$ cat src/vkb_pkg.sv
// Package for the viseme keyframe blender: widths, codes, phoneme weight table.
// No dependencies.
package vkb_pkg;
    localparam int MaxKeysDefault = 64;
    localparam logic [15:0] SeqLenReset = 16'hFFFF;
    localparam logic [15:0] QOne = 16'd4096;

    typedef enum logic [1:0] {OP_CLEAR = 2'd0, OP_APPEND = 2'd1, OP_EVAL = 2'd2,
                              OP_NOP = 2'd3} op_t;
    localparam logic [1:0] ST_OK = 2'd0;
    localparam logic [1:0] ST_EMPTY = 2'd1;
    localparam logic [1:0] ST_FULL = 2'd2;

    typedef struct packed {
        logic clear;
        logic append;
        logic eval_start;
        logic rd_en;
        logic idx_inc;
        logic load_prev_implicit;
        logic load_prev_mem;
        logic load_next_implicit;
        logic load_next_mem;
        logic div_start;
        logic chan_start;
        logic chan_step;
        logic out_load;
        logic [1:0] out_status;
    } vkb_cmd_t;

    typedef struct packed {
        logic empty;
        logic full;
        logic first_lt;
        logic match;
        logic last_idx;
        logic div_done;
        logic chan_done;
    } vkb_sts_t;

    function automatic logic [12:0] weight_of(input logic [3:0] code, input logic [2:0] ch);
        logic [3:0] c;
        logic [12:0] w;
        begin
            c = (code > 4'd12) ? 4'd12 : code;
            w = 13'd0;
            case (c)
                4'd1: w = (ch == 3'd0) ? 13'd4096 : 13'd0;
                4'd2: w = (ch == 3'd1) ? 13'd4096 : 13'd0;
                4'd3: w = (ch == 3'd2) ? 13'd4096 : 13'd0;
                4'd4: w = (ch == 3'd2) ? 13'd1229 : 13'd0;
                4'd5: w = (ch == 3'd3) ? 13'd4096 : 13'd0;
                4'd6: w = (ch == 3'd4) ? 13'd4096 : 13'd0;
                4'd7: w = (ch == 3'd0) ? 13'd410 :
                          ((ch == 3'd1 || ch == 3'd4) ? 13'd1229 : 13'd0);
                4'd8: w = (ch == 3'd2) ? 13'd2048 : 13'd0;
                4'd9: w = (ch == 3'd1 || ch == 3'd3) ? 13'd1229 : 13'd0;
                4'd10: w = (ch == 3'd1) ? 13'd1229 :
                           ((ch == 3'd3 || ch == 3'd4) ? 13'd819 : 13'd0);
                4'd11: w = (ch == 3'd1) ? 13'd819 : ((ch == 3'd3) ? 13'd410 : 13'd0);
                4'd12: w = (ch == 3'd0 || ch == 3'd1) ? 13'd1229 : 13'd0;
                default: w = 13'd0;
            endcase
            return w;
        end
    endfunction
endpackage

$ cat src/vkb_ctrl.sv
// Controller state machine: answers clear, append and no-op, and sequences search, division and blend for evaluate.
// Depends on vkb_pkg.
module vkb_ctrl (
    input  logic              clk,
    input  logic              rst_n,
    input  logic              in_valid,
    output logic              in_ready,
    input  logic [1:0]        op,
    output logic              out_valid,
    input  logic              out_ready,
    output vkb_pkg::vkb_cmd_t cmd,
    input  vkb_pkg::vkb_sts_t sts
);
    import vkb_pkg::*;

    typedef enum logic [7:0] {
        S_IDLE = 8'b00000001, S_RD0 = 8'b00000010, S_CHK0 = 8'b00000100,
        S_RDP = 8'b00001000, S_CMP = 8'b00010000, S_DIV = 8'b00100000,
        S_BLEND = 8'b01000000, S_OUT = 8'b10000000
    } state_t;

    state_t state_reg, state_next;
    logic ov_reg, ov_next;

    assign in_ready = (state_reg == S_IDLE) && !ov_reg;
    assign out_valid = ov_reg;

    always_comb
    begin
        cmd = '0;
        state_next = state_reg;
        ov_next = ov_reg && !out_ready;
        case (state_reg)
            S_IDLE:
            begin
                if (in_valid && in_ready)
                begin
                    case (op_t'(op))
                        OP_CLEAR:
                        begin
                            cmd.clear = 1'b1;
                            cmd.out_load = 1'b1;
                            ov_next = 1'b1;
                        end
                        OP_APPEND:
                        begin
                            cmd.append = 1'b1;
                            cmd.out_load = 1'b1;
                            cmd.out_status = sts.full ? ST_FULL : ST_OK;
                            ov_next = 1'b1;
                        end
                        OP_EVAL:
                        begin
                            if (sts.empty)
                            begin
                                cmd.out_load = 1'b1;
                                cmd.out_status = ST_EMPTY;
                                ov_next = 1'b1;
                            end
                            else
                            begin
                                cmd.eval_start = 1'b1;
                                state_next = S_RD0;
                            end
                        end
                        default:
                        begin
                            cmd.out_load = 1'b1;
                            cmd.out_status = ST_OK;
                            ov_next = 1'b1;
                        end
                    endcase
                end
            end
            S_RD0:
            begin
                cmd.rd_en = 1'b1;
                cmd.load_prev_implicit = 1'b1;
                state_next = S_CHK0;
            end
            S_CHK0:
            begin
                if (!sts.first_lt)
                begin
                    cmd.load_next_mem = 1'b1;
                    state_next = S_DIV;
                end
                else if (sts.last_idx)
                begin
                    cmd.load_prev_mem = 1'b1;
                    cmd.load_next_implicit = 1'b1;
                    state_next = S_DIV;
                end
                else
                begin
                    cmd.load_prev_mem = 1'b1;
                    cmd.idx_inc = 1'b1;
                    state_next = S_RDP;
                end
            end
            S_RDP:
            begin
                cmd.rd_en = 1'b1;
                state_next = S_CMP;
            end
            S_CMP:
            begin
                if (sts.match)
                begin
                    cmd.load_next_mem = 1'b1;
                    state_next = S_DIV;
                end
                else if (sts.last_idx)
                begin
                    cmd.load_prev_mem = 1'b1;
                    cmd.load_next_implicit = 1'b1;
                    state_next = S_DIV;
                end
                else
                begin
                    cmd.load_prev_mem = 1'b1;
                    cmd.idx_inc = 1'b1;
                    state_next = S_RDP;
                end
            end
            S_DIV:
            begin
                cmd.div_start = 1'b1;
                cmd.chan_start = 1'b1;
                state_next = S_BLEND;
            end
            S_BLEND:
            begin
                if (sts.div_done)
                begin
                    state_next = S_OUT;
                end
            end
            S_OUT:
            begin
                cmd.chan_step = 1'b1;
                if (sts.chan_done)
                begin
                    cmd.out_load = 1'b1;
                    cmd.out_status = ST_OK;
                    ov_next = 1'b1;
                    state_next = S_IDLE;
                end
            end
            default: state_next = S_IDLE;
        endcase
    end

    always_ff @(posedge clk or negedge rst_n)
    begin
        if (!rst_n)
        begin
            state_reg <= S_IDLE;
            ov_reg <= 1'b0;
        end
        else
        begin
            state_reg <= state_next;
            ov_reg <= ov_next;
        end
    end

    assert property (@(posedge clk) disable iff (!rst_n) ov_reg |-> state_reg == S_IDLE)
        else $error("result held while busy");
    assert property (@(posedge clk) disable iff (!rst_n) $onehot(state_reg))
        else $error("state not one-hot");
    assert property (@(posedge clk) disable iff (!rst_n)
        (ov_reg && !out_ready) |=> ov_reg)
        else $error("result dropped");
endmodule

$ cat config.mk
export PLATFORM = sky130hd
export DESIGN_NAME = vkb_ctrl
export DESIGN_NICKNAME = d
export VERILOG_FILES = /design/src/vkb_pkg.sv /design/src/vkb_ctrl.sv
export SDC_FILE = /design/constraint.sdc
export NUM_CORES = 1
export LEC_CHECK = 0
export BUFFER_PORTS_ARGS = -buffer_cell sky130_fd_sc_hd__buf_4
export CAP_MARGIN = 10
export CORE_MARGIN = 2
export CORE_UTILIZATION = 45
export DETAILED_ROUTE_END_ITERATION = 7
export PLACE_DENSITY = 0.77
export SLEW_MARGIN = 40
export SYNTH_ARGS = -nofsm -noshare
export SYNTH_HDL_FRONTEND = slang
export SYNTH_SLANG_ARGS = --single-unit
$ cat constraint.sdc
create_clock -name clk -period 2 [get_ports clk]
set_input_delay 0.6 -clock clk [delete_from_list [all_inputs] [get_ports clk]]
set_output_delay 0.6 -clock clk [all_outputs]
set_load 0.01 [all_outputs]
-- Yosys cells after proc, flatten, opt, wreduce, memory -nomap -nowiden
Index checks and enable logic that the tools add are counted.
- memories: 0
- bits in latches: 0
- bits in writable memories: 0
- register bits after elaboration: 9
- bits of input ports: 13
- output and inout bits: 17
- bits in read-only memories: 0
- word-level logic and storage cells: 66
- multiplexer cells: 41
- $add $sub $neg: 0
- div/mod/pow operators: 0
- reduce and logical (&&, ||, !) cells: 8
- shift-type cells: 0
- bitwise operators: 0
- magnitude comparators: 0
- multipliers: 0
- equality and inequality tests: 15
- operators with widths (kind ; count):
    one-hot mux 8 bit (8 select lines) ; 1
    two-way mux 8 bit ; 7
    two-way mux 1 bit ; 18
    two-way mux 3 bit ; 5
    one-hot mux 3 bit (2 select lines) ; 2
    equality test 8 x 1 -> 1 bit (second input constant) ; 1
    equality test 8 x 2 -> 1 bit (second input constant) ; 1
    equality test 8 x 3 -> 1 bit (second input constant) ; 1
    equality test 8 x 4 -> 1 bit (second input constant) ; 1
    equality test 8 x 5 -> 1 bit (second input constant) ; 1
    equality test 8 x 6 -> 1 bit (second input constant) ; 1
    equality test 8 x 7 -> 1 bit (second input constant) ; 1
    equality test 8 bit (second input constant) ; 1
    two-way mux 2 bit ; 4
    two-way mux 6 bit ; 1
    inequality test 2 bit (second input constant) ; 3
    AND reduction 5 bit ; 1
    inequality test 2 x 1 -> 1 bit (second input constant) ; 2
    one-hot mux 1 bit (2 select lines) ; 2
    one-hot mux 2 bit (2 select lines) ; 1
    logical AND 1 bit ; 3
    equality test 2 x 1 -> 1 bit (second input constant) ; 1
    equality test 2 bit (second input constant) ; 1
    logical NOT 1 bit ; 2
    2 further kinds ; 2

-- Depth between registers and ports, before layout
- depth in word-level cells: 6
- depth in mapped cells: 5
- depth with buffers taken out: 5

-- Least setup slack after synthesis
No wires, ideal clock.
- path kind: reg-to-output
- start: register state_reg[1]
- end: output port cmd[2] (netlist bit)
- slack: 0.027 ns
- arrival time: 1.373 ns
- required time: 1.400 ns
- stages on the path, launching flop included: 5
- buffers on the path: 0
- path through: dfrtp_1 -> nor4_4 -> nand2_2 -> nor3b_4 -> a22o_1
- RTL lines (item ; RTL line ; source):
    from (decl) ; vkb_ctrl.sv:22 ; state_t state_reg, state_next;
    from (signal assigned) ; vkb_ctrl.sv:163 ; state_reg <= state_next;
    to (decl) ; vkb_ctrl.sv:11 ; output vkb_pkg::vkb_cmd_t cmd,

==> run summary <==
Status = complete, but fails checks
Failing checks = negative setup slack
Die width = 42.9 um
# setup viols final = 18
Met1 Wirelength = 1.22 mm
WL met3 = 197 um
Mean post-synth cell area = 9.09 um^2
Mapped Area = 682 um^2
Syn Nets = 91
# clock sinks = 9
CP bufs+invs = 1
CORE AREA = 1450 um^2
Worst Reg-to-Reg Cells = 12
Distinct cell type count after synthesis = 38
Max Fclk = 425 MHz
First-pass DRT Iterations = 4
Routed vias/inst = 6.14
Clock Skew = 7.38 ps
# rows = 14
Setup crit start kind = register
Drt total wl = 3.26 mm
Total CTS buffers = 3
Hpwl dp = 1.47 mm
Gr usage total = 30.4%
Placer Congestion = 0.893
DR vias = 927
CP cell instances = nor4_4, nand2_2, nor3b_4, a22o_1, buf_4
Number of max-cap violations = 0
R2r setup slk = -330 ps
Power per cell area = 655 nW/um^2
Final TNS setup = -4480 ps
Final Worst Setup Slack = -352 ps
VDD IR max = 0.000577 V
Most common cell after layout, fill and taps aside = buf_4
Chip Height = 42.9 um
# diodes = 0
Max FFs per register = 8
RSZ-0062 raised after global routing = true
Syn Inst Count = 75
Worst r2r dst = state_reg[0]
Critical Path Max Stage Delay = 460 ps
# H-tree levels = 1
CP delay by family, top = simple AND/OR/NAND/NOR gates
Worst min-delay path class = input pin to async pin
Yosys warns = 0
Number of top-level pins = 30
Post-route antenna net violation count = 0
Area occupied by multi-input gates = 523 um^2
Worst slew pin tran = 465 ps
R2R Path Start = state_reg[3]
# fillers = 62
Vias in the first global route = 859
Total power = 863 uW
CTS tree = done
Critical path class = register to output port
Initial DRC Count = 32
Sequential area share after synthesis = 33.2%
Wire per inst = 21.6 um
Commonest cells after routing, fill and taps aside = 45 x buf_4, 12 x buf_6, 7 x nor2_1
Starting density of the core = 46.9%
Root buffer cell = clkbuf_4
DR WL met2 = 1.68 mm
CP Max Fanout = 4
Initial antenna violation count = 0
Slew Limit Headroom = 68.6%
Data required time of the worst path = 1400 ps
Number of failing hold endpoints at the final stage = 0
Dpl ws = -116 ps
Final net count = 152
Clock-pin slew on the worst setup and hold paths = 70 ps
Min Tclk post-route = 2350 ps
Share of layout cells above drive strength 1 = 67.4%
Overflow after GRT = 0
Highest Signal Layer = met4
Critical Path AT = 1750 ps
Worst setup EP type = output port
Ys async rst share = 100%
Top_reg_cell synth = dfrtp_1
Die area = 1840 um^2
Register area = 229 um^2
Global-route wire length before repair = 4.00 mm
Post-synth EDFFs = 0
Largest net degree at the start of global routing = 10
DRC Markers = 0
Synthesized flop and latch total = 9
P&R area growth vs syn = 93.2%
Port buffer count = 29
CP max-delay cell = dfrtp_2
Final core occ = 90.6%
Clk_lat worst skew = 280 ps
Max Slew Vio Count = 0
Pleak = 0.659 nW
Clock Path Buffers = 2
Hold_buf cts = 0
Final worst path period share = 118%
[cell type report]
class	count	share of cell area [%]
Inverter	7	1.99
Clock buffer	4	1.99
Sequential cell	9	17.4
Multi-Input combinational cell	57	39.7
Tap cell	16	1.52
Timing Repair Buffer	58	37.4
[synth_stat cells, types with 2 or more instances]
master	number	area [um^2]
and3_2	4	30.0
dfrtp_1	8	200
ha_1	3	37.5
inv_1	7	26.3
nand2b_1	2	12.5
nand3_1	3	15.0
nor2_1	9	33.8
nor2b_1	2	12.5
nor3_1	5	25.0
nor4_1	2	12.5
o21ai_0	2	10.0
xor2_1	2	17.5
[report_power, final]
part	switching, mW	total (mW)	internal [mW]
clock	0.0734	0.151	0.0774
combinational	0.215	0.458	0.243
sequential	0.0446	0.253	0.209
total	0.333	0.863	0.529
[how the worst max path moves through the flow]
stage / startpoint / to / cells past startpoint
after detailed placement: sts[3] / cmd[8] / 5
final: state_reg[1] / cmd[2] / 5
after global placement: sts[3] / cmd[8] / 5
after global routing: state_reg[1] / cmd[2] / 5
after CTS: state_reg[1] / cmd[2] / 5
after floorplan: state_reg[1] / cmd[2] / 4
[metrics by stage]
stage               area, um^2  hold slack (ps)  cells
finish                    1320              138    151
global route              1320              135    151
CTS                       1240              135    148
detailed placement        1010              428    132
global placement          1010              429    132
floorplan                  682              304     75
[cell families after synthesis]
family,share of synthesized area (%)
adders and majority gates,5.51
buffers and inverters,5.69
xor gates and xnor gates,2.57
AOI/OAI and AO/OA,9.36
DFF,33.2
and+or+nand+nor,43.7
[what timing repair did]
| action | 4_1_cts | 5_1_grt |
|---|---|---|
| buffers inserted | 12 | 3 |
| endpoints found under the setup margin | 16 | 18 |
| resized for setup | 25 | 13 |
| pin swaps | 9 | 4 |
[metal layers]
layer | GRT usage (%) | vias up
li1 | - | 385
met1 | 33.7 | 457
met2 | 54.2 | 65
met3 | 7.66 | 20
met4 | 12.5 | 0
met5 | 0 | -
(Power assumes the default switching activity.)
